<file path="src/rtl/bedf_pkg.sv">
// Package for the bounded event FIFO with drop statistics.
// Holds the sizing constants and the result status codes; no dependencies.
`default_nettype none
package bedf_pkg;

  localparam int QUEUE_DEPTH = 64;
  localparam int EVENT_WIDTH = 64;
  localparam int ADDR_W      = (QUEUE_DEPTH > 1) ? $clog2(QUEUE_DEPTH) : 1;
  localparam int CNT_W       = $clog2(QUEUE_DEPTH + 1);
  localparam int STAT_W      = 32;

  typedef enum logic [1:0] {
    OP_PUSH    = 2'd0,
    OP_POP     = 2'd1,
    OP_CLOSE   = 2'd2,
    OP_DISCARD = 2'd3
  } op_e;

  typedef enum logic [2:0] {
    ST_PUSHED     = 3'd0,
    ST_DROPPED    = 3'd1,
    ST_REFUSED    = 3'd2,
    ST_FULL_WAIT  = 3'd3,
    ST_POPPED     = 3'd4,
    ST_EMPTY_WAIT = 3'd5,
    ST_FINISHED   = 3'd6,
    ST_CONTROL    = 3'd7
  } status_e;

  typedef enum logic {
    REG_FULL_POLICY = 1'b0,
    REG_CAPACITY    = 1'b1
  } cfg_reg_e;

endpackage
`default_nettype wire

</file>
<file path="src/rtl/bedf_ram.sv">
// Generic single-port-write, single-port-read RAM with a registered read.
// Self-contained; used for the event slot store.
`default_nettype none
module bedf_ram #(
  parameter int WIDTH = 64,
  parameter int DEPTH = 64
) (
  input  wire logic                                      clk_i,
  input  wire logic                                      we_i,
  input  wire logic [((DEPTH > 1) ? $clog2(DEPTH) : 1)-1:0] waddr_i,
  input  wire logic [WIDTH-1:0]                          wdata_i,
  input  wire logic                                      re_i,
  input  wire logic [((DEPTH > 1) ? $clog2(DEPTH) : 1)-1:0] raddr_i,
  output logic      [WIDTH-1:0]                          rdata_o
);

  logic [WIDTH-1:0] mem_q [DEPTH];

  always_ff @(posedge clk_i) begin
    if (we_i) begin
      mem_q[waddr_i] <= wdata_i;
    end
    if (re_i) begin
      rdata_o <= mem_q[raddr_i];
    end
  end

endmodule
`default_nettype wire

</file>
<file path="src/rtl/bounded_event_fifo_with_drop_stats_core.sv">
// Bounded ring FIFO of event words with drop policy and saturating statistics.
// Each accepted beat's result is registered and shown in the cycle after.
// One beat per cycle unless a held result stalls; pushes write, pops read RAM.
// The result register holds status while depth and counters come from the state.
// Reset clears pointers, counters and flags; the slot RAM is not cleared.
// Depends on bedf_pkg and bedf_ram.
`default_nettype none
module bounded_event_fifo_with_drop_stats_core (
  input  wire logic                            clk_i,
  input  wire logic                            rst_ni,
  input  wire logic                            cfg_we_i,
  input  wire logic                            cfg_index_i,
  input  wire logic [bedf_pkg::CNT_W-1:0]      cfg_wdata_i,
  input  wire logic                            in_valid_i,
  output logic                                 in_ready_o,
  input  wire logic [1:0]                      op_i,
  input  wire logic [bedf_pkg::EVENT_WIDTH-1:0] event_data_i,
  output logic                                 out_valid_o,
  input  wire logic                            out_ready_i,
  output logic [2:0]                           status_o,
  output logic [bedf_pkg::EVENT_WIDTH-1:0]     data_out_o,
  output logic [bedf_pkg::CNT_W-1:0]           current_depth_o,
  output logic [bedf_pkg::CNT_W-1:0]           peak_depth_o,
  output logic [bedf_pkg::STAT_W-1:0]          dropped_total_o,
  output logic [bedf_pkg::STAT_W-1:0]          failed_total_o
);
  import bedf_pkg::*;

  logic                   policy_q;
  logic [CNT_W-1:0]       cap_q;
  logic [ADDR_W-1:0]      wr_idx_q, wr_idx_d;
  logic [ADDR_W-1:0]      rd_idx_q, rd_idx_d;
  logic [CNT_W-1:0]       fill_q, fill_d;
  logic [CNT_W-1:0]       peak_q, peak_d;
  logic [STAT_W-1:0]      drop_q, drop_d;
  logic [STAT_W-1:0]      fail_q, fail_d;
  logic                   closed_q, closed_d;
  logic                   discard_q, discard_d;
  status_e                status_q, status_d;
  logic                   out_valid_q;

  logic                   accept;
  logic [CNT_W-1:0]       cap_eff;
  logic [CNT_W-1:0]       wr_inc, rd_inc;
  logic                   ram_we, ram_re;
  logic [EVENT_WIDTH-1:0] ram_rdata;
  logic [STAT_W-1:0]      drop_inc, fail_inc;

  assign in_ready_o = !out_valid_q || out_ready_i;
  assign accept     = in_valid_i && in_ready_o;

  always_comb begin
    if (cap_q == '0) begin
      cap_eff = CNT_W'(1);
    end else if (cap_q > CNT_W'(QUEUE_DEPTH)) begin
      cap_eff = CNT_W'(QUEUE_DEPTH);
    end else begin
      cap_eff = cap_q;
    end
  end

  assign wr_inc   = CNT_W'(wr_idx_q) + CNT_W'(1);
  assign rd_inc   = CNT_W'(rd_idx_q) + CNT_W'(1);
  assign drop_inc = (drop_q == '1) ? drop_q : drop_q + STAT_W'(1);
  assign fail_inc = (fail_q == '1) ? fail_q : fail_q + STAT_W'(1);

  always_comb begin
    wr_idx_d  = wr_idx_q;
    rd_idx_d  = rd_idx_q;
    fill_d    = fill_q;
    peak_d    = peak_q;
    drop_d    = drop_q;
    fail_d    = fail_q;
    closed_d  = closed_q;
    discard_d = discard_q;
    status_d  = ST_CONTROL;
    ram_we    = 1'b0;
    ram_re    = 1'b0;
    case (op_e'(op_i))
      OP_PUSH: begin
        if (closed_q) begin
          status_d = ST_REFUSED;
          if (!policy_q) begin
            drop_d = drop_inc;
          end
          fail_d = fail_inc;
        end else if (fill_q >= cap_eff) begin
          if (!policy_q) begin
            status_d = ST_DROPPED;
            drop_d   = drop_inc;
            fail_d   = fail_inc;
          end else begin
            status_d = ST_FULL_WAIT;
          end
        end else begin
          status_d = ST_PUSHED;
          ram_we   = 1'b1;
          wr_idx_d = (wr_inc >= cap_eff) ? '0 : wr_inc[ADDR_W-1:0];
          fill_d   = fill_q + CNT_W'(1);
          if (fill_d > peak_q) begin
            peak_d = fill_d;
          end
        end
      end
      OP_POP: begin
        if (discard_q) begin
          status_d = ST_FINISHED;
        end else if (fill_q != '0) begin
          status_d = ST_POPPED;
          ram_re   = 1'b1;
          rd_idx_d = (rd_inc >= cap_eff) ? '0 : rd_inc[ADDR_W-1:0];
          fill_d   = fill_q - CNT_W'(1);
        end else if (closed_q) begin
          status_d = ST_FINISHED;
        end else begin
          status_d = ST_EMPTY_WAIT;
        end
      end
      OP_CLOSE: begin
        closed_d = 1'b1;
      end
      OP_DISCARD: begin
        closed_d  = 1'b1;
        discard_d = 1'b1;
        fill_d    = '0;
      end
      default: begin
        status_d = ST_CONTROL;
      end
    endcase
  end

  bedf_ram #(
    .WIDTH(EVENT_WIDTH),
    .DEPTH(QUEUE_DEPTH)
  ) u_slot_ram (
    .clk_i  (clk_i),
    .we_i   (accept && ram_we),
    .waddr_i(wr_idx_q),
    .wdata_i(event_data_i),
    .re_i   (accept && ram_re),
    .raddr_i(rd_idx_q),
    .rdata_o(ram_rdata)
  );

  always_ff @(posedge clk_i or negedge rst_ni) begin
    if (!rst_ni) begin
      policy_q    <= 1'b0;
      cap_q       <= CNT_W'(QUEUE_DEPTH);
      wr_idx_q    <= '0;
      rd_idx_q    <= '0;
      fill_q      <= '0;
      peak_q      <= '0;
      drop_q      <= '0;
      fail_q      <= '0;
      closed_q    <= 1'b0;
      discard_q   <= 1'b0;
      status_q    <= ST_CONTROL;
      out_valid_q <= 1'b0;
    end else begin
      if (cfg_we_i) begin
        case (cfg_reg_e'(cfg_index_i))
          REG_FULL_POLICY: policy_q <= cfg_wdata_i[0];
          REG_CAPACITY:    cap_q    <= cfg_wdata_i;
          default:         cap_q    <= cap_q;
        endcase
      end
      if (accept) begin
        wr_idx_q  <= wr_idx_d;
        rd_idx_q  <= rd_idx_d;
        fill_q    <= fill_d;
        peak_q    <= peak_d;
        drop_q    <= drop_d;
        fail_q    <= fail_d;
        closed_q  <= closed_d;
        discard_q <= discard_d;
        status_q  <= status_d;
      end
      if (in_ready_o) begin
        out_valid_q <= in_valid_i;
      end
    end
  end

  assign out_valid_o     = out_valid_q;
  assign status_o        = status_q;
  assign data_out_o      = (status_q == ST_POPPED) ? ram_rdata : '0;
  assign current_depth_o = fill_q;
  assign peak_depth_o    = peak_q;
  assign dropped_total_o = drop_q;
  assign failed_total_o  = fail_q;

endmodule
`default_nettype wire
</file>
<file path="config.mk">
export PLATFORM = sky130hd
export DESIGN_NAME = bounded_event_fifo_with_drop_stats_core
export DESIGN_NICKNAME = d
export VERILOG_FILES = /design/src/rtl/bedf_pkg.sv /design/src/rtl/bedf_ram.sv /design/src/rtl/bounded_event_fifo_with_drop_stats_core.sv
export SDC_FILE = /design/constraint.sdc
export NUM_CORES = 2
export LEC_CHECK = 0
export BUFFER_PORTS_ARGS = -buffer_cell sky130_fd_sc_hd__buf_2
export CAP_MARGIN = 5
export CORE_MARGIN = 2
export CORE_UTILIZATION = 63
export CTS_BUF_LIST = sky130_fd_sc_hd__clkbuf_4
export CTS_CLUSTER_DIAMETER = 80
export DETAILED_ROUTE_END_ITERATION = 8
export GPL_TIMING_DRIVEN = 1
export PLACE_DENSITY = 0.87
export SKIP_CTS_REPAIR_TIMING = 1
export SLEW_MARGIN = 20
export SYNTH_ARGS = -nofsm -noshare
export SYNTH_HDL_FRONTEND = slang
export SYNTH_SLANG_ARGS = --single-unit
</file>
<file path="constraint.sdc">
create_clock -name clk_i -period 7.71 [get_ports clk_i]
set_clock_uncertainty 0.05 [all_clocks]
set_input_delay 1.542 -clock clk_i [delete_from_list [all_inputs] [get_ports clk_i]]
set_output_delay 1.542 -clock clk_i [all_outputs]
set_load 0.1 [all_outputs]
</file>
==> results.sh <==
export IMPL_dpl_worst_slack_ns=2.16
export IMPL_setup_viol=0
export IMPL_grt_pass1_vias=92605
export IMPL_path_cells="nor3_1 > a21oi_1 > nor2_1 > ha_1 > nand2b_1 > a211o_1 > a211o_1 > or3_1 > buf_4 > or4b_1 > nor2_4 > buf_12"
export IMPL_drive_gt1_share_pct=32.0
export IMPL_tightest_slew_ns=1.34
export IMPL_core_area_sq_um=257000
export IMPL_fin_crit_ns=5.36
export IMPL_path_buf_inv=2
export IMPL_yosys_area_top_type="edfxtp_1"
export IMPL_placed_cell_area_sq_um=169000
export IMPL_synth_area_top_cells="edfxtp_1 77%, mux4_2 12%, mux2i_1 2.0%"
export IMPL_routabilityCongestion=0.880
export IMPL_ant_nets=0
export IMPL_finish_utilization_pct=70.7
export IMPL_crit_required_ns=8.74
export IMPL_multi_input_area_sq_um=34100
export IMPL_start_util_pct=63.4
export IMPL_die_area_sq_um=263000
export IMPL_max_vdd_ir_drop_v=0.000253
export IMPL_antenna_found_initial=61
export IMPL_final_max_slew_viol_count=0
export IMPL_grt_overflow_total=0
export IMPL_grt_use_met2_pct=55.4
export IMPL_cts_buffers=961
export IMPL_layout_setup_ws_ns=2.35
export IMPL_cts_tree="yes"
export IMPL_dp_hpwl_microns=261000
export IMPL_postSynthAreaPerCell_sq_um=21.8
export IMPL_hold_path_startpoint="cfg_wdata_i[3]"
export IMPL_start_kind="flop"
export IMPL_synth_main_ff_cell="edfxtp_1"
export IMPL_io_pins=226
export IMPL_rsz0062_at_grt="no"
export IMPL_placed_cells=10922
export IMPL_final_cell_mix="4,160 x edfxtp_1, 1,375 x clkbuf_4, 896 x mux4_2"
export IMPL_synth_edf_count=4160
export IMPL_power_mw=53.5
export IMPL_regArea_sq_um=128000
export IMPL_ys_ff_latch=4264
export IMPL_grt_util_met3_pct=14.4
export IMPL_dr_pass1_iters=8
export IMPL_p_per_area_nw_per_um2=295
export IMPL_crit_type="flop to flop"
export IMPL_cp_end_kind="flop"
export IMPL_yosysTopAreaCellShare_pct=76.7
export IMPL_period_share_pct=69.5
export IMPL_r2r_start="cap_q[2]"
export IMPL_vias=93214
export IMPL_cp_slowest_stage_delay_ns=0.92
export IMPL_grt_start_max_net_pins=139
export IMPL_fin_nets=8626
export IMPL_clock_latency_ns=1.54
export IMPL_final_area_sq_um=182000
export IMPL_synth_fp_nets=7597
export IMPL_cts_sinks=4264
export IMPL_max_freq_mhz=187
export IMPL_ys_warn_count=0
export IMPL_crit_fanout=33
export IMPL_hold_path_class="input port to flop"
export IMPL_row_count=186
export IMPL_avgViaCountPerCell=7.35
export IMPL_grt_pass1_wl_microns=676000
export IMPL_wl_per_cell_microns=38.2
export IMPL_tns_ns=0
export IMPL_cpLargestDelayFamily="simple AND/OR/NAND/NOR gates"
export IMPL_clock_root_buffer="clkbuf_4"
export IMPL_drt_iter0_markers=19328
export IMPL_grt_usage_pct=36.6
export IMPL_cts_path_max_buffers=4
export IMPL_fillers=13516
export IMPL_grt_use_met1_pct=45.2
export IMPL_hold_violations=0
export IMPL_startpoint="cap_q[2]"
export IMPL_dieWidth_microns=512
export IMPL_status="completed"
export IMPL_p_leak_nw=57.8
export IMPL_final_cells=12681
export IMPL_seq_area_frac_synth_pct=78.3
export IMPL_dieHeight_microns=512
export IMPL_slowest_stage="or4b_1"
export IMPL_async_flop_share_pct=2.44
export IMPL_syn_inst=7479
export IMPL_cts_clk_slew_worst_paths_ns=0.06
export IMPL_worst_ep_arrival_time_ns=6.38
export IMPL_holdWs_ns=0.204
export IMPL_drc_errors=0
export IMPL_cts_htree_levels=6
export IMPL_busiest_layer="met2"
export IMPL_drt_total_wl_microns=484000
export IMPL_layout_commonest_cell="edfxtp_1"
export IMPL_max_slew_margin_rel_pct=10.9
export IMPL_io_buffer_count=225
export IMPL_drv_cap=0
export IMPL_synth_cell_types=62
export IMPL_crit_top_cell="a211o_1"
export IMPL_syn_cell_area_sq_um=163000
export IMPL_syn_to_final_growth_pct=11.5
[cells by family after synthesis]
logic type / synth area share [%]
AO/OA/AOI/OAI: 3.56
XOR/XNOR: 0.393
adder cells (fa/ha/maj): 0.300
buffers and inverters: 1.12
flip-flops: 78.3
multiplexers: 14.5
AND/OR/NAND/NOR: 1.81
[final cells by class]
| type | instances | area share (%) |
|---|---|---|
| Antenna cell | 21 | 0.0289 |
| Multi-Input combinational cell | 2765 | 18.8 |
| Inverter | 25 | 0.0544 |
| Sequential cell | 4264 | 70.2 |
| Timing Repair Buffer | 491 | 1.94 |
| Clock buffer | 1374 | 5.68 |
| Tap cell | 3384 | 2.33 |
| Clock inverter | 357 | 0.989 |
[worst paths after layout]
path | cells past startpoint | to | slack, ns
worst max-delay path | 12 | u_slot_ram.mem_q[38][5] | 2.35
worst min-delay path | 2 | cap_q[3] | 0.20
worst max register to register | 12 | u_slot_ram.mem_q[38][5] | 2.35
worst min register to register | 1 | discard_q | 0.41
max in group asynchronous | 3 | dropped_total_o[27] | 5.86
min in group asynchronous | 2 | wr_idx_q[5] | 0.55
[per-layer routing]
layer,vias to the layer above,share of wire (%)
met5,-,0.077
met4,58,7.3
met2,10884,46
li1,34272,-
met3,2227,17
met1,45773,29
[cells in the mapped netlist (all sizes together), types with 70 or more instances]
cell type  count
a221oi        89
a22oi        318
mux4         896
mux2i        322
edfxtp      4160
and2          70
nand2        181
dfrtp        100
buf          157
a21oi        163
nand3         81
nor2         123
a22o          91
clkbuf       268
[where the power goes]
group	leakage [nW]	switching [mW]	total, mW	internal, mW
Sequential	38.7	0.218	25.7	25.5
Combinational	11.9	5.79	10.0	4.22
Clock	7.14	9.35	17.8	8.43
Total	57.8	15.4	53.5	38.1
[state kept, by name, indices dropped and copies added (netlist names)]
name,count
u_slot_ram.mem_q,4096
u_slot_ram.rdata_o,64
dropped_total_o,32
failed_total_o,32
cap_q,7
current_depth_o,7
peak_depth_o,7
rd_idx_q,6
wr_idx_q,6
status_o,3
closed_q,1
discard_q,1
out_valid_o,1
policy_q,1
(Power assumes the default switching activity.)
